<file path="src/hw/rtl/jti_pkg.sv">
// ----------------------------------------------------------------------------
// jti_pkg
// Types, codes and character classes shared by the JSON token indexer.
// ----------------------------------------------------------------------------
package jti_pkg;

    // result kind codes
    localparam logic [1:0] KIND_START  = 2'd0;
    localparam logic [1:0] KIND_LENGTH = 2'd1;
    localparam logic [1:0] KIND_STATUS = 2'd2;

    // character codes
    localparam logic [7:0] CH_TAB    = 8'h09;
    localparam logic [7:0] CH_LF     = 8'h0A;
    localparam logic [7:0] CH_CR     = 8'h0D;
    localparam logic [7:0] CH_SPACE  = 8'h20;
    localparam logic [7:0] CH_QUOTE  = 8'h22;
    localparam logic [7:0] CH_COMMA  = 8'h2C;
    localparam logic [7:0] CH_MINUS  = 8'h2D;
    localparam logic [7:0] CH_SLASH  = 8'h2F;
    localparam logic [7:0] CH_ZERO   = 8'h30;
    localparam logic [7:0] CH_NINE   = 8'h39;
    localparam logic [7:0] CH_COLON  = 8'h3A;
    localparam logic [7:0] CH_LBRACK = 8'h5B;
    localparam logic [7:0] CH_BSLASH = 8'h5C;
    localparam logic [7:0] CH_RBRACK = 8'h5D;
    localparam logic [7:0] CH_LO_B   = 8'h62;
    localparam logic [7:0] CH_LO_F   = 8'h66;
    localparam logic [7:0] CH_LO_N   = 8'h6E;
    localparam logic [7:0] CH_LO_R   = 8'h72;
    localparam logic [7:0] CH_LO_T   = 8'h74;
    localparam logic [7:0] CH_LO_U   = 8'h75;
    localparam logic [7:0] CH_LBRACE = 8'h7B;
    localparam logic [7:0] CH_RBRACE = 8'h7D;

    // byte ranges
    localparam logic [7:0] PRINT_LO = 8'd32;
    localparam logic [7:0] PRINT_HI = 8'd126;
    localparam logic [7:0] CONT_LO  = 8'd128;
    localparam logic [7:0] CONT_HI  = 8'd191;
    localparam logic [7:0] LEAD2_LO = 8'd192;
    localparam logic [7:0] LEAD2_HI = 8'd223;
    localparam logic [7:0] LEAD3_LO = 8'd224;
    localparam logic [7:0] LEAD3_HI = 8'd239;
    localparam logic [7:0] LEAD4_LO = 8'd240;
    localparam logic [7:0] LEAD4_HI = 8'd247;

    // one result item
    typedef struct packed {
        logic [1:0]        kind;
        logic [15:0]       value;
        logic              parse_error;
        logic signed [7:0] final_depth;
        logic              run_last;
    } t_result;

    // results produced by one step, token result first
    typedef struct packed {
        logic    tok_valid;
        t_result tok;
        logic    stat_valid;
        t_result stat;
    } t_push;

    function automatic logic is_ws(input logic [7:0] b);
        return (b == CH_TAB) || (b == CH_LF) || (b == CH_CR) || (b == CH_SPACE);
    endfunction

    function automatic logic is_bare_start(input logic [7:0] b);
        return (b == CH_MINUS) || ((b >= CH_ZERO) && (b <= CH_NINE)) ||
               (b == CH_LO_T) || (b == CH_LO_F) || (b == CH_LO_N);
    endfunction

    function automatic logic is_bare_end(input logic [7:0] b);
        return is_ws(b) || (b == CH_COMMA) || (b == CH_RBRACK) || (b == CH_RBRACE);
    endfunction

    function automatic logic is_esc_char(input logic [7:0] b);
        return (b == CH_QUOTE) || (b == CH_BSLASH) || (b == CH_SLASH) ||
               (b == CH_LO_B) || (b == CH_LO_F) || (b == CH_LO_N) ||
               (b == CH_LO_R) || (b == CH_LO_T) || (b == CH_LO_U);
    endfunction

endpackage

</file>
<file path="src/hw/rtl/jti_if.sv">
// ----------------------------------------------------------------------------
// jti_if
// Valid/ready channels of the JSON token indexer: byte input and result output.
// ----------------------------------------------------------------------------
interface jti_in_if;
    logic       valid;
    logic       ready;
    logic [7:0] data_byte;
    logic       end_of_text;

    modport source (output valid, output data_byte, output end_of_text, input ready);
    modport sink   (input valid, input data_byte, input end_of_text, output ready);
endinterface

interface jti_out_if;
    logic              valid;
    logic              ready;
    logic [1:0]        kind;
    logic [15:0]       value;
    logic              parse_error;
    logic signed [7:0] final_depth;
    logic              run_last;

    modport source (output valid, output kind, output value, output parse_error,
                    output final_depth, output run_last, input ready);
    modport sink   (input valid, input kind, input value, input parse_error,
                    input final_depth, input run_last, output ready);
endinterface

</file>
<file path="src/hw/rtl/jti_step.sv">
// ----------------------------------------------------------------------------
// jti_step
// Scanner state and the one-byte update: mode change, depth, position,
// start offsets and lengths of depth-one values, end-of-document status.
// ----------------------------------------------------------------------------
module jti_step #(
    parameter int POS_BITS   = 16,
    parameter int DEPTH_BITS = 8
) (
    input  logic               i_clk,
    input  logic               i_rst_n,
    input  logic               i_fire,
    input  logic [7:0]         i_byte,
    input  logic               i_eot,
    output jti_pkg::t_push     o_push
);

    localparam logic [2:0] MODE_STRUCT = 3'd0;
    localparam logic [2:0] MODE_BARE   = 3'd1;
    localparam logic [2:0] MODE_STRING = 3'd2;
    localparam logic [2:0] MODE_ESC    = 3'd3;
    localparam logic [2:0] MODE_UTF8   = 3'd4;

    logic [2:0]            r_mode,  n_mode;
    logic [DEPTH_BITS-1:0] r_depth, n_depth;
    logic [1:0]            r_left,  n_left;
    logic [POS_BITS-1:0]   r_pos,   n_pos;
    logic [POS_BITS-1:0]   r_last,  n_last;
    logic                  r_err,   n_err;

    logic                  w_depth_one;
    logic                  w_do_struct;
    logic                  w_bad;
    logic                  w_tok_valid;
    logic [1:0]            w_tok_kind;
    logic [POS_BITS-1:0]   w_tok_val;
    logic [DEPTH_BITS-1:0] w_end_depth;
    logic                  w_end_err;

    assign w_depth_one = (r_depth == DEPTH_BITS'(1));

    // next state for one byte
    always_comb begin
        n_mode      = r_mode;
        n_depth     = r_depth;
        n_left      = r_left;
        n_last      = r_last;
        w_do_struct = 1'b0;
        w_bad       = 1'b0;
        w_tok_valid = 1'b0;
        w_tok_kind  = jti_pkg::KIND_START;
        w_tok_val   = r_last;

        if (!r_err) begin
            unique case (r_mode)
                MODE_BARE: begin
                    if (jti_pkg::is_bare_end(i_byte)) begin
                        // word ends here, the byte is then structure
                        if (w_depth_one) begin
                            w_tok_valid = 1'b1;
                            w_tok_kind  = jti_pkg::KIND_LENGTH;
                            w_tok_val   = r_pos - r_last;
                        end
                        n_mode      = MODE_STRUCT;
                        w_do_struct = 1'b1;
                    end else if ((i_byte < jti_pkg::PRINT_LO) ||
                                 (i_byte > jti_pkg::PRINT_HI)) begin
                        w_bad = 1'b1;
                    end
                end
                MODE_STRING: begin
                    if (i_byte == jti_pkg::CH_BSLASH) begin
                        n_mode = MODE_ESC;
                    end else if (i_byte == jti_pkg::CH_QUOTE) begin
                        if (w_depth_one) begin
                            w_tok_valid = 1'b1;
                            w_tok_kind  = jti_pkg::KIND_LENGTH;
                            w_tok_val   = r_pos - r_last;
                        end
                        n_mode = MODE_STRUCT;
                    end else if ((i_byte >= jti_pkg::PRINT_LO) &&
                                 (i_byte <= jti_pkg::PRINT_HI)) begin
                        n_mode = MODE_STRING;
                    end else if ((i_byte >= jti_pkg::LEAD2_LO) &&
                                 (i_byte <= jti_pkg::LEAD2_HI)) begin
                        n_left = 2'd1;
                        n_mode = MODE_UTF8;
                    end else if ((i_byte >= jti_pkg::LEAD3_LO) &&
                                 (i_byte <= jti_pkg::LEAD3_HI)) begin
                        n_left = 2'd2;
                        n_mode = MODE_UTF8;
                    end else if ((i_byte >= jti_pkg::LEAD4_LO) &&
                                 (i_byte <= jti_pkg::LEAD4_HI)) begin
                        n_left = 2'd3;
                        n_mode = MODE_UTF8;
                    end else begin
                        w_bad = 1'b1;
                    end
                end
                MODE_ESC: begin
                    if (jti_pkg::is_esc_char(i_byte)) begin
                        n_mode = MODE_STRING;
                    end else begin
                        w_bad = 1'b1;
                    end
                end
                MODE_UTF8: begin
                    if ((i_byte >= jti_pkg::CONT_LO) && (i_byte <= jti_pkg::CONT_HI)) begin
                        if (r_left <= 2'd1) begin
                            n_left = 2'd0;
                            n_mode = MODE_STRING;
                        end else begin
                            n_left = r_left - 2'd1;
                        end
                    end else begin
                        w_bad = 1'b1;
                    end
                end
                default: begin
                    n_mode      = MODE_STRUCT;
                    w_do_struct = 1'b1;
                end
            endcase

            // structure byte; a word ended at depth one never closes back to one
            if (w_do_struct) begin
                if (jti_pkg::is_ws(i_byte) || (i_byte == jti_pkg::CH_COLON) ||
                    (i_byte == jti_pkg::CH_COMMA)) begin
                    n_mode = MODE_STRUCT;
                end else if (i_byte == jti_pkg::CH_QUOTE) begin
                    if (w_depth_one) begin
                        w_tok_valid = 1'b1;
                        w_tok_kind  = jti_pkg::KIND_START;
                        w_tok_val   = r_pos + POS_BITS'(1);
                    end
                    n_mode = MODE_STRING;
                end else if ((i_byte == jti_pkg::CH_LBRACK) ||
                             (i_byte == jti_pkg::CH_LBRACE)) begin
                    if (w_depth_one) begin
                        w_tok_valid = 1'b1;
                        w_tok_kind  = jti_pkg::KIND_START;
                        w_tok_val   = r_pos;
                    end
                    n_depth = r_depth + DEPTH_BITS'(1);
                end else if ((i_byte == jti_pkg::CH_RBRACK) ||
                             (i_byte == jti_pkg::CH_RBRACE)) begin
                    n_depth = r_depth - DEPTH_BITS'(1);
                    if (r_depth == DEPTH_BITS'(2)) begin
                        w_tok_valid = 1'b1;
                        w_tok_kind  = jti_pkg::KIND_LENGTH;
                        w_tok_val   = r_pos + POS_BITS'(1) - r_last;
                    end
                end else if (jti_pkg::is_bare_start(i_byte)) begin
                    if (w_depth_one) begin
                        w_tok_valid = 1'b1;
                        w_tok_kind  = jti_pkg::KIND_START;
                        w_tok_val   = r_pos;
                    end
                    n_mode = MODE_BARE;
                end else begin
                    w_bad = 1'b1;
                end
            end

            if (w_tok_valid) begin
                n_last = w_tok_val;
            end
        end

        n_err       = r_err | w_bad;
        n_pos       = r_pos + POS_BITS'(1);
        w_end_depth = n_depth;
        w_end_err   = n_err;

        // end of document: state back to reset values
        if (i_eot) begin
            n_mode  = MODE_STRUCT;
            n_depth = '0;
            n_left  = 2'd0;
            n_pos   = '0;
            n_last  = '0;
            n_err   = 1'b0;
        end
    end

    // results of this byte
    always_comb begin
        o_push.tok_valid        = w_tok_valid;
        o_push.tok.kind         = w_tok_kind;
        o_push.tok.value        = 16'(w_tok_val);
        o_push.tok.parse_error  = 1'b0;
        o_push.tok.final_depth  = '0;
        o_push.tok.run_last     = !i_eot;
        o_push.stat_valid       = i_eot;
        o_push.stat.kind        = jti_pkg::KIND_STATUS;
        o_push.stat.value       = '0;
        o_push.stat.parse_error = w_end_err;
        o_push.stat.final_depth = 8'($signed(w_end_depth));
        o_push.stat.run_last    = 1'b1;
    end

    // scanner state
    always_ff @(posedge i_clk) begin
        if (!i_rst_n) begin
            r_mode  <= MODE_STRUCT;
            r_depth <= '0;
            r_left  <= 2'd0;
            r_pos   <= '0;
            r_last  <= '0;
            r_err   <= 1'b0;
        end else if (i_fire) begin
            r_mode  <= n_mode;
            r_depth <= n_depth;
            r_left  <= n_left;
            r_pos   <= n_pos;
            r_last  <= n_last;
            r_err   <= n_err;
        end
    end

    // end of document leaves a cleared scanner
    a_eot_clears: assert property (@(posedge i_clk) disable iff (!i_rst_n)
        (i_fire && i_eot) |=> (r_mode == MODE_STRUCT && r_depth == '0 &&
                               r_pos == '0 && !r_err))
        else $error("scanner state not cleared after end of document");

    // after an error only the position moves
    a_err_quiet: assert property (@(posedge i_clk) disable iff (!i_rst_n)
        (i_fire && r_err && !i_eot) |=> ($stable(r_mode) && $stable(r_depth) &&
                                         $stable(r_last) && r_err))
        else $error("scanner state moved after an error");

    // a token result never comes while an error is latched
    a_err_no_tok: assert property (@(posedge i_clk) disable iff (!i_rst_n)
        r_err |-> !o_push.tok_valid)
        else $error("token result after an error");

endmodule

</file>
<file path="src/hw/rtl/jti_result_queue.sv">
// ----------------------------------------------------------------------------
// jti_result_queue
// Four-entry result queue: takes up to two results a cycle, gives one.
// ----------------------------------------------------------------------------
module jti_result_queue (
    input  logic               i_clk,
    input  logic               i_rst_n,
    input  logic               i_push_en,
    input  jti_pkg::t_push     i_push,
    output logic               o_room,
    output logic               o_valid,
    input  logic               i_ready,
    output jti_pkg::t_result   o_head
);

    jti_pkg::t_result r_mem [4];
    logic [1:0]       r_wr_ptr, n_wr_ptr;
    logic [1:0]       r_rd_ptr, n_rd_ptr;
    logic [2:0]       r_count,  n_count;

    logic             w_tok_en;
    logic             w_stat_en;
    logic             w_pop;
    logic [1:0]       w_stat_ptr;

    assign w_tok_en   = i_push_en && i_push.tok_valid;
    assign w_stat_en  = i_push_en && i_push.stat_valid;
    assign w_pop      = o_valid && i_ready;
    assign w_stat_ptr = r_wr_ptr + {1'b0, w_tok_en};

    assign o_room  = (r_count <= 3'd2);
    assign o_valid = (r_count != 3'd0);
    assign o_head  = r_mem[r_rd_ptr];

    // pointer and fill updates
    always_comb begin
        n_wr_ptr = r_wr_ptr + {1'b0, w_tok_en} + {1'b0, w_stat_en};
        n_rd_ptr = r_rd_ptr + {1'b0, w_pop};
        n_count  = r_count + {2'b0, w_tok_en} + {2'b0, w_stat_en} - {2'b0, w_pop};
    end

    always_ff @(posedge i_clk) begin
        if (!i_rst_n) begin
            r_wr_ptr <= 2'd0;
            r_rd_ptr <= 2'd0;
            r_count  <= 3'd0;
        end else begin
            r_wr_ptr <= n_wr_ptr;
            r_rd_ptr <= n_rd_ptr;
            r_count  <= n_count;
        end
    end

    // result storage, token result ahead of status
    always_ff @(posedge i_clk) begin
        if (w_tok_en) begin
            r_mem[r_wr_ptr] <= i_push.tok;
        end
        if (w_stat_en) begin
            r_mem[w_stat_ptr] <= i_push.stat;
        end
    end

    // fill level stays within the storage
    a_no_overflow: assert property (@(posedge i_clk) disable iff (!i_rst_n)
        r_count <= 3'd4)
        else $error("result queue overflow");

    // pushes only arrive with room for two
    a_push_room: assert property (@(posedge i_clk) disable iff (!i_rst_n)
        (w_tok_en || w_stat_en) |-> (r_count <= 3'd2))
        else $error("result pushed without room");

endmodule

</file>
<file path="src/hw/rtl/json_token_indexer.sv">
// ----------------------------------------------------------------------------
// json_token_indexer
// Streams JSON text one byte per item and reports start offset and length of
// every depth-one value, plus a status item at the end of each document.
// ----------------------------------------------------------------------------
//  channel  dir  payload                                            handshake
//  i_in     in   data_byte[7:0], end_of_text                        valid/ready
//  o_res    out  kind[1:0], value[15:0], parse_error,               valid/ready
//                final_depth[7:0] signed, run_last
//
//  one byte per cycle while the queue has room
//  a byte is registered, then scanned into a 4-entry result queue
//  the scan step waits only while the queue holds more than two results
//  a document's last byte gives up to two results, drained one per ready cycle
//  reset (i_rst_n low, synchronous) clears the scanner, input stage and queue
// ----------------------------------------------------------------------------
module json_token_indexer #(
    parameter int POS_BITS   = 16,
    parameter int DEPTH_BITS = 8
) (
    input  logic      i_clk,
    input  logic      i_rst_n,
    jti_in_if.sink    i_in,
    jti_out_if.source o_res
);

    logic               r_in_valid;
    logic [7:0]         r_byte;
    logic               r_eot;

    logic               w_room;
    logic               w_fire;
    logic               w_accept;
    jti_pkg::t_push     w_push;
    jti_pkg::t_result   w_head;

    assign w_fire     = r_in_valid && w_room;
    assign i_in.ready = !r_in_valid || w_fire;
    assign w_accept   = i_in.valid && i_in.ready;

    // input register
    always_ff @(posedge i_clk) begin
        if (!i_rst_n) begin
            r_in_valid <= 1'b0;
        end else if (w_accept) begin
            r_in_valid <= 1'b1;
        end else if (w_fire) begin
            r_in_valid <= 1'b0;
        end
    end

    always_ff @(posedge i_clk) begin
        if (w_accept) begin
            r_byte <= i_in.data_byte;
            r_eot  <= i_in.end_of_text;
        end
    end

    // scanner
    jti_step #(
        .POS_BITS   (POS_BITS),
        .DEPTH_BITS (DEPTH_BITS)
    ) u_step (
        .i_clk   (i_clk),
        .i_rst_n (i_rst_n),
        .i_fire  (w_fire),
        .i_byte  (r_byte),
        .i_eot   (r_eot),
        .o_push  (w_push)
    );

    // result queue
    jti_result_queue u_queue (
        .i_clk     (i_clk),
        .i_rst_n   (i_rst_n),
        .i_push_en (w_fire),
        .i_push    (w_push),
        .o_room    (w_room),
        .o_valid   (o_res.valid),
        .i_ready   (o_res.ready),
        .o_head    (w_head)
    );

    assign o_res.kind        = w_head.kind;
    assign o_res.value       = w_head.value;
    assign o_res.parse_error = w_head.parse_error;
    assign o_res.final_depth = w_head.final_depth;
    assign o_res.run_last    = w_head.run_last;

    // a held byte blocks new input while the queue holds more than two results
    a_hold_input: assert property (@(posedge i_clk) disable iff (!i_rst_n)
        (r_in_valid && !w_room) |-> !i_in.ready)
        else $error("input taken while a byte is held");

    // an accepted byte is scanned no earlier than the next cycle
    a_accept_loads: assert property (@(posedge i_clk) disable iff (!i_rst_n)
        w_accept |=> r_in_valid)
        else $error("accepted byte lost");

endmodule

</file>
<file path="src/flat_wrapper.sv">
// flat-port wrapper written by rule: the top's interface ports become plain ports
module json_token_indexer_flat 
#(
    parameter int POS_BITS   = 16,
    parameter int DEPTH_BITS = 8
)
  (i_clk, i_rst_n, i_in_valid, i_in_data_byte, i_in_end_of_text, i_in_ready, o_res_valid, o_res_kind, o_res_value, o_res_parse_error, o_res_final_depth, o_res_run_last, o_res_ready);
  jti_in_if i_in_i ();
  jti_out_if o_res_i ();
  input  logic i_clk;
  input  logic i_rst_n;
  input wire logic [$bits(i_in_i.valid)-1:0] i_in_valid;
  input wire logic [$bits(i_in_i.data_byte)-1:0] i_in_data_byte;
  input wire logic [$bits(i_in_i.end_of_text)-1:0] i_in_end_of_text;
  output wire logic [$bits(i_in_i.ready)-1:0] i_in_ready;
  output wire logic [$bits(o_res_i.valid)-1:0] o_res_valid;
  output wire logic [$bits(o_res_i.kind)-1:0] o_res_kind;
  output wire logic [$bits(o_res_i.value)-1:0] o_res_value;
  output wire logic [$bits(o_res_i.parse_error)-1:0] o_res_parse_error;
  output wire logic [$bits(o_res_i.final_depth)-1:0] o_res_final_depth;
  output wire logic [$bits(o_res_i.run_last)-1:0] o_res_run_last;
  input wire logic [$bits(o_res_i.ready)-1:0] o_res_ready;
  assign i_in_i.valid = i_in_valid;
  assign i_in_i.data_byte = i_in_data_byte;
  assign i_in_i.end_of_text = i_in_end_of_text;
  assign i_in_ready = i_in_i.ready;
  assign o_res_valid = o_res_i.valid;
  assign o_res_kind = o_res_i.kind;
  assign o_res_value = o_res_i.value;
  assign o_res_parse_error = o_res_i.parse_error;
  assign o_res_final_depth = o_res_i.final_depth;
  assign o_res_run_last = o_res_i.run_last;
  assign o_res_i.ready = o_res_ready;
  json_token_indexer #(.POS_BITS(POS_BITS), .DEPTH_BITS(DEPTH_BITS)) u_core (.i_clk(i_clk), .i_rst_n(i_rst_n), .i_in(i_in_i), .o_res(o_res_i));
endmodule
</file>
<file path="config.mk">
export PLATFORM = sky130hd
export DESIGN_NAME = json_token_indexer_flat
export DESIGN_NICKNAME = d
export VERILOG_FILES = /design/src/hw/rtl/jti_pkg.sv /design/src/hw/rtl/jti_if.sv /design/src/hw/rtl/jti_step.sv /design/src/hw/rtl/jti_result_queue.sv /design/src/hw/rtl/json_token_indexer.sv /design/src/flat_wrapper.sv
export SDC_FILE = /design/constraint.sdc
export NUM_CORES = 1
export LEC_CHECK = 0
export ABC_AREA = 0
export BUFFER_PORTS_ARGS = -buffer_cell sky130_fd_sc_hd__buf_2
export CAP_MARGIN = 10
export CORE_MARGIN = 2
export CORE_UTILIZATION = 45
export CTS_CLUSTER_DIAMETER = 30
export CTS_CLUSTER_SIZE = 16
export DETAILED_ROUTE_END_ITERATION = 7
export MAX_ROUTING_LAYER = met4
export PLACE_DENSITY = 0.66
export SYNTH_ARGS = -nofsm -noshare
export SYNTH_HDL_FRONTEND = slang
export SYNTH_HIERARCHICAL = 1
export SYNTH_SLANG_ARGS = --single-unit
</file>
<file path="constraint.sdc">
create_clock -name i_clk -period 6.6 [get_ports i_clk]
set_input_delay 0.33 -clock i_clk [delete_from_list [all_inputs] [get_ports i_clk]]
set_output_delay 0.33 -clock i_clk [all_outputs]
set_load 0.02 [all_outputs]
</file>
# ---- Word-level counts from Yosys, hierarchy flattened
# Memories as Yosys holds them, arrays and structs flattened. A register that Yosys moved wholly into a read port is not among the register bits.
# Index checks and enable logic that the tools add are counted.
dict set report totals {
  ff_bits 63
  ram_bits 112
  in_bits 13
  output_inout_bits 30
  wordCells 233
  memories 1
}
# memory words width read_ports rd_ports_with_merged_regs wr line_no
set mem_list {}
lappend mem_list {u_core.u_queue.r_mem 4 28 1 1 2 jti_result_queue.sv:16} ;# jti_pkg::t_result r_mem [4];
dict set report classes {
  addsub 12
  n_lt_le_gt_ge 16
  n_eq_ne 32
  muxes 114
  n_bitwise 1
  n_reduce_logical 45
}
# op n
set ops {}
lappend ops {{$mux W16} 18}
lappend ops {{$eq A8 B7 Y1 const B} 11}
lappend ops {{$mux W8} 7}
lappend ops {{$mux W3} 18}
lappend ops {{$eq A8 B6 Y1 const B} 6}
lappend ops {{$mux W1} 44}
lappend ops {{$mux W2} 20}
lappend ops {{$ge A8 B8 Y1 const B} 4}
lappend ops {{$le A8 B8 Y1 const B} 4}
lappend ops {{$pmux W16 S2} 1}
lappend ops {{$sub A16 B16 Y16} 2}
lappend ops {{$eq A8 B4 Y1 const B} 3}
lappend ops {{$logic_or A1 B1 Y1} 24}
lappend ops {{$add A16 B1 Y16 const B} 1}
lappend ops {{$ge A8 B6 Y1 const B} 2}
lappend ops {{$ne A3 B2 Y1 const B} 4}
lappend ops {{$pmux W3 S4} 1}
lappend ops {{$logic_and A1 B1 Y1} 11}
lappend ops {{$add A8 B1 Y8 const B} 1}
lappend ops {{$eq A8 B1 Y1 const B} 1}
lappend ops {{$eq A8 B2 Y1 const B} 1}
lappend ops {{$gt A8 B7 Y1 const B} 1}
lappend ops {{$le A8 B6 Y1 const B} 1}
lappend ops {{$le A8 B7 Y1 const B} 1}
lappend ops {{other kinds (24)} 33}

# ---- Logic depth before layout (Yosys ltp)
dict set report logic_depth {
  word_depth 22
  depth_mapped 18
  mapped_depth_nobuf 17
}

# ---- Hierarchy
# Netlist, hierarchy kept.
# mod instances cells_each area_per_inst_um2 seq_area_each_um2
set modules_own_cells {}
lappend modules_own_cells {jti_result_queue 1 320 5894.4 3503.4}
lappend modules_own_cells {jti_step 1 839 5815.6 920.9}
lappend modules_own_cells {json_token_indexer 1 15 335.3 290.3}

# ---- Worst setup path before layout
# Ideal clock, no wire load.
dict set report synth_path {
  path_kind {register to register}
  startpoint {reg u_core.r_byte[6]}
  endpoint {mem u_core/u_queue/r_mem[1][0] (netlist name), enable pin}
  setup_time_ns 0.423
  arrival_time_ns 4.204
  required_ns 6.177
  slack_ns 1.973
  path_stages_with_launch 15
  path_buffers 2
  synth_period_minus_slack_ns 4.627
  path_cell_list {edfxtp_1 -> or4b_1 -> o22a_1 -> nor3_2 -> or2_2 -> clkbuf_1 -> nand2_1 -> nand2_1 -> a21oi_1 -> buf_4 -> nand2_1 -> inv_1 -> ha_1 -> nand3_1 -> o22ai_1}
}
# item line_no
set synth_rtl {}
lappend synth_rtl {{start, declared} json_token_indexer.sv:28} ;# logic [7:0] r_byte;
lappend synth_rtl {{start signal, assigned} json_token_indexer.sv:54} ;# r_byte <= i_in.data_byte;
lappend synth_rtl {{end, declared} jti_result_queue.sv:16}

==> flow_summary_export.csv <==
group,metric,value,unit
outcome,outcome,"finished clean",
clock_network,worstSkewPairLatency,440,ps
timing,rel_slew_slack,0.285,
pwr,ir_worst_vdd,0.174,mV
timing,achievable-frequency,197,MHz
flow_run,drv_cap,0,
timing,fin_crit_sh,0.768,
logic_synthesis,post-synth-top-area-fraction,0.302,
min_path,startpoint_of_the_most_critical_hold_path,"i_in_data_byte[2]",
final_layout,final.fill_count,2352,
worst_setup_path,crit_reg_reg_startpoint,"u_core/r_byte[4]",
route,drt-vias-per-instance,5.93,
placed_design,port-buffer-count,42,
worst_setup_path,cp-end-kind,"flop",
floorplanning,row_count,59,
logic_synthesis,synth.ff_latch_count,175,
worst_setup_path,cpLargestDelayFamily,"simple AND/OR/NAND/NOR gates",
timing,slew_violations,0,
logic_synthesis,synth.cells.most_frequent,"sky130_fd_sc_hd__edfxtp_1 (121), sky130_fd_sc_hd__mux2_2 (108), sky130_fd_sc_hd__nand2_1 (86)",
logic_synthesis,synth-seq-area-share,0.391,
clock_network,post_cts_hold_buffer_count,0,
floorplanning,start_util,0.460,
pwr,power_switching,0.999,mW
final_layout,antenna_cells,0,
final_layout,non_filler_cell_area_final,13000,µm²
clock_network,cts_buffers,17,
logic_synthesis,synth.yosys.warnings,6,
timing,setup_violations,0,
clock_network,number_of_levels_the_h_tree_was_split_into,4,
placed_design,post_dp_cell_area,12300,µm²
worst_setup_path,worst_setup_path_start_kind,"flop",
grt,global_route.overflow_total,0,
floorplanning,die_y,168,µm
clock_network,cts_num_sinks,175,
worst_setup_path,library_cell_contributing_the_largest_single_delay_on_the_critical_path,"sky130_fd_sc_hd__nor2_4",
logic_synthesis,netlist.top_cell.by_area,"sky130_fd_sc_hd__edfxtp_1",
pwr,switching_share,0.322,
route,postRouteWirelength,30.3,mm
route,route.detailed.wl_per_inst,19.8,µm
logic_synthesis,synth_cell_types,94,
pwr,share_comb_of_total_power,0.242,
route,drc,0,
route,dr_total_vias,9071,
logic_synthesis,post_synth_instance_area,12000,µm²
timing,max_slew.worst_pin.slew,1070,ps
final_layout,num-nets-final,1240,
pwr,power_per_cell_area,239,nW/µm²
logic_synthesis,synth_area_per_cell,10.3,µm²
route,drtIter0Drc,799,
timing,setup_repair_after_global_routing_missed_its_margin,"false",
route,route.antenna.remaining_nets,0,
placed_design,half_perimeter_wire_length_after_placement,20.8,mm
grt,antenna_found_initial,0,
min_path,worst_hold_path_class,"input port to flop",
timing,period_minus_slack,5070,ps
grt,grt_pass1_wl,48.1,mm
clock_network,clk_transition_reported_paths,70,ps
floorplanning,die-area,28100,µm²
clock_network,clock-root-buffer,"sky130_fd_sc_hd__clkbuf_16",
logic_synthesis,synth_async_sr_flop_share,0,
pwr,static-leakage-power,4.76,nW
logic_synthesis,synthTopCellsByArea,"sky130_fd_sc_hd__edfxtp_1 (30%), sky130_fd_sc_hd__mux2_2 (10%), sky130_fd_sc_hd__dfxtp_1 (9.0%)",
pwr,p_int,2.11,mW
pwr,part_of_the_total_power_dissipated_in_sequential_elements,0.410,
grt,first_global_vias,8663,
final_layout,post_route_cells_drive_above_1_share,0.223,
worst_setup_path,highest_cell_delay_on_the_worst_timing_path,810,ps
logic_synthesis,synth_enable_flop_cells,121,
clock_network,cts_tree,"built",
floorplanning,floorplan.io_pins,43,
floorplanning,core_box_area,26200,µm²
clock_network,post_cts_resize_count,0,
worst_setup_path,crit_path_start,"u_core/r_byte[4]",
worst_setup_path,timing.setup.critical_path_class,"flop to flop",
floorplanning,die_x,168,µm
clock_network,longest_clk_path_bufs,2,
grt,grt_start_max_net_pins,38,
logic_synthesis,synth_cells,1174,
worst_setup_path,crit_chain,"nor4b_1 -> a311oi_2 -> a21oi_1 -> o31ai_1 -> nor2_2 -> nand2_1 -> a21oi_1 -> nand2_1 -> inv_1 -> ha_1 -> nand3_1 -> nor2_4 -> mux2_2",
logic_synthesis,synth_most_common_cell,"sky130_fd_sc_hd__edfxtp_1",
timing,fin_setup_tns,0,ps
worst_setup_path,critical_path_buf_inv_count,1,
worst_setup_path,worst-endpoint-required,6780,ps
worst_setup_path,crit_arrival,5250,ps
final_layout,area_growth_syn_to_layout,7.66,%
route,dr.pass1.iters,5,
clock_network,post_cts.repair.setup_buffers,0,
logic_synthesis,synth-main-ff-cell,"sky130_fd_sc_hd__edfxtp_1",
grt,gr-usage-all-layers,0.225,
placed_design,finalWeightedCongestion,0.973,
timing,finalHoldViolCount,0,
worst_setup_path,critical_path_peak_fanout,28,
pwr,power.clock.fraction,0.348,
timing,final.setup_skew,17.3,ps
==> state kept, by name (all words and copies together) (netlist names) <==
name and flops:
u_core/r_eot 1, u_core/r_byte 8, u_core/u_queue/r_mem 112, u_core/u_step/r_last 16
u_core/u_step/r_err 1, u_core/r_in_valid 1, u_core/u_step/r_pos 16, u_core/u_queue/r_count 3
u_core/u_step/r_mode 3, u_core/u_queue/r_wr_ptr 2, u_core/u_step/r_left 2, u_core/u_queue/r_rd_ptr 2
u_core/u_step/r_depth 8
==> power groups by stage <==
stage | clock, mW | sequential (mW) | combinational (mW)
after floorplan | 0 | 1.27 | 0.594
after detailed placement | 0 | 1.30 | 0.754
after global routing | 1.14 | 1.28 | 0.811
final | 1.08 | 1.27 | 0.751
after global placement | 0 | 1.30 | 0.747
after CTS | 1.10 | 1.27 | 0.756
==> area by class of cell <==
type	instances	area (µm²)	area share
multi-input cells	881	6700	0.516
flip-flops and latches	175	4720	0.364
clock buffers	17	425	0.0328
well taps	335	419	0.0323
repair buffers	57	323	0.0249
clock inverters	15	200	0.0154
inverters	50	188	0.0145
==> layout by cell type (no fill, tap or decap), types with 8 or more instances in the layout <==
cell / instances
sky130_fd_sc_hd__a21oi_1: 69
sky130_fd_sc_hd__a22o_1: 12
sky130_fd_sc_hd__a22oi_1: 8
sky130_fd_sc_hd__a31oi_1: 9
sky130_fd_sc_hd__and2_1: 18
sky130_fd_sc_hd__buf_2: 42
sky130_fd_sc_hd__buf_4: 15
sky130_fd_sc_hd__clkbuf_16: 17
sky130_fd_sc_hd__conb_1: 29
sky130_fd_sc_hd__dfxtp_1: 53
sky130_fd_sc_hd__edfxtp_1: 121
sky130_fd_sc_hd__ha_1: 41
sky130_fd_sc_hd__inv_1: 49
sky130_fd_sc_hd__mux2_2: 108
sky130_fd_sc_hd__mux2_4: 9
sky130_fd_sc_hd__mux4_2: 28
sky130_fd_sc_hd__nand2_1: 86
sky130_fd_sc_hd__nand2b_1: 16
sky130_fd_sc_hd__nand3_1: 30
sky130_fd_sc_hd__nand4_1: 12
sky130_fd_sc_hd__nor2_1: 83
sky130_fd_sc_hd__nor2b_1: 18
sky130_fd_sc_hd__nor3_1: 26
sky130_fd_sc_hd__o21ai_0: 63
sky130_fd_sc_hd__o22ai_1: 16
sky130_fd_sc_hd__xnor2_1: 29
sky130_fd_sc_hd__xor2_1: 13
==> routing by layer <==
metal | part of all wire | global-route usage
met1 | 0.46 | 0.309
met2 | 0.47 | 0.352
met3 | 0.061 | 0.0357
met4 | 0.011 | 0.0499
met5 | 0 | -
==> stage by stage <==
step,hold WS (ps),power [mW],cells,setup slack [ps],utilization
2_1_floorplan,429,1.87,1201,1970,-
3_3_place_gp,455,2.04,1498,1770,0.471
3_5_place_dp,486,2.05,1498,1640,0.471
4_1_cts,44.2,3.13,1530,1590,0.495
5_1_grt,40.0,3.24,1530,1210,0.495
6_report,62.7,3.10,1530,1530,0.495
==> cells by family after synthesis <==
kind of cell | after synthesis | synth area share
DFF | 175 | 0.391
muxes | 154 | 0.172
buffers and inverters | 145 | 0.0628
xor gates and xnor gates | 45 | 0.0351
and+or+nand+nor | 347 | 0.148
AOI/OAI and AO/OA | 261 | 0.141
other | 2 | 0.000623
adders and majority gates | 45 | 0.0492
==> path summary, 6_finish.rpt <==
path                                               endpoint  slack, ps  cells after the start
worst min-delay path                       u_core/r_byte[2]         60                      1
worst min register to register      u_core/u_step/r_left[0]        490                      2
worst max register to register  u_core/u_queue/r_mem[1][23]       1530                     13
worst max-delay path            u_core/u_queue/r_mem[1][23]       1530                     13
Power figures use the tool's default switching activity.
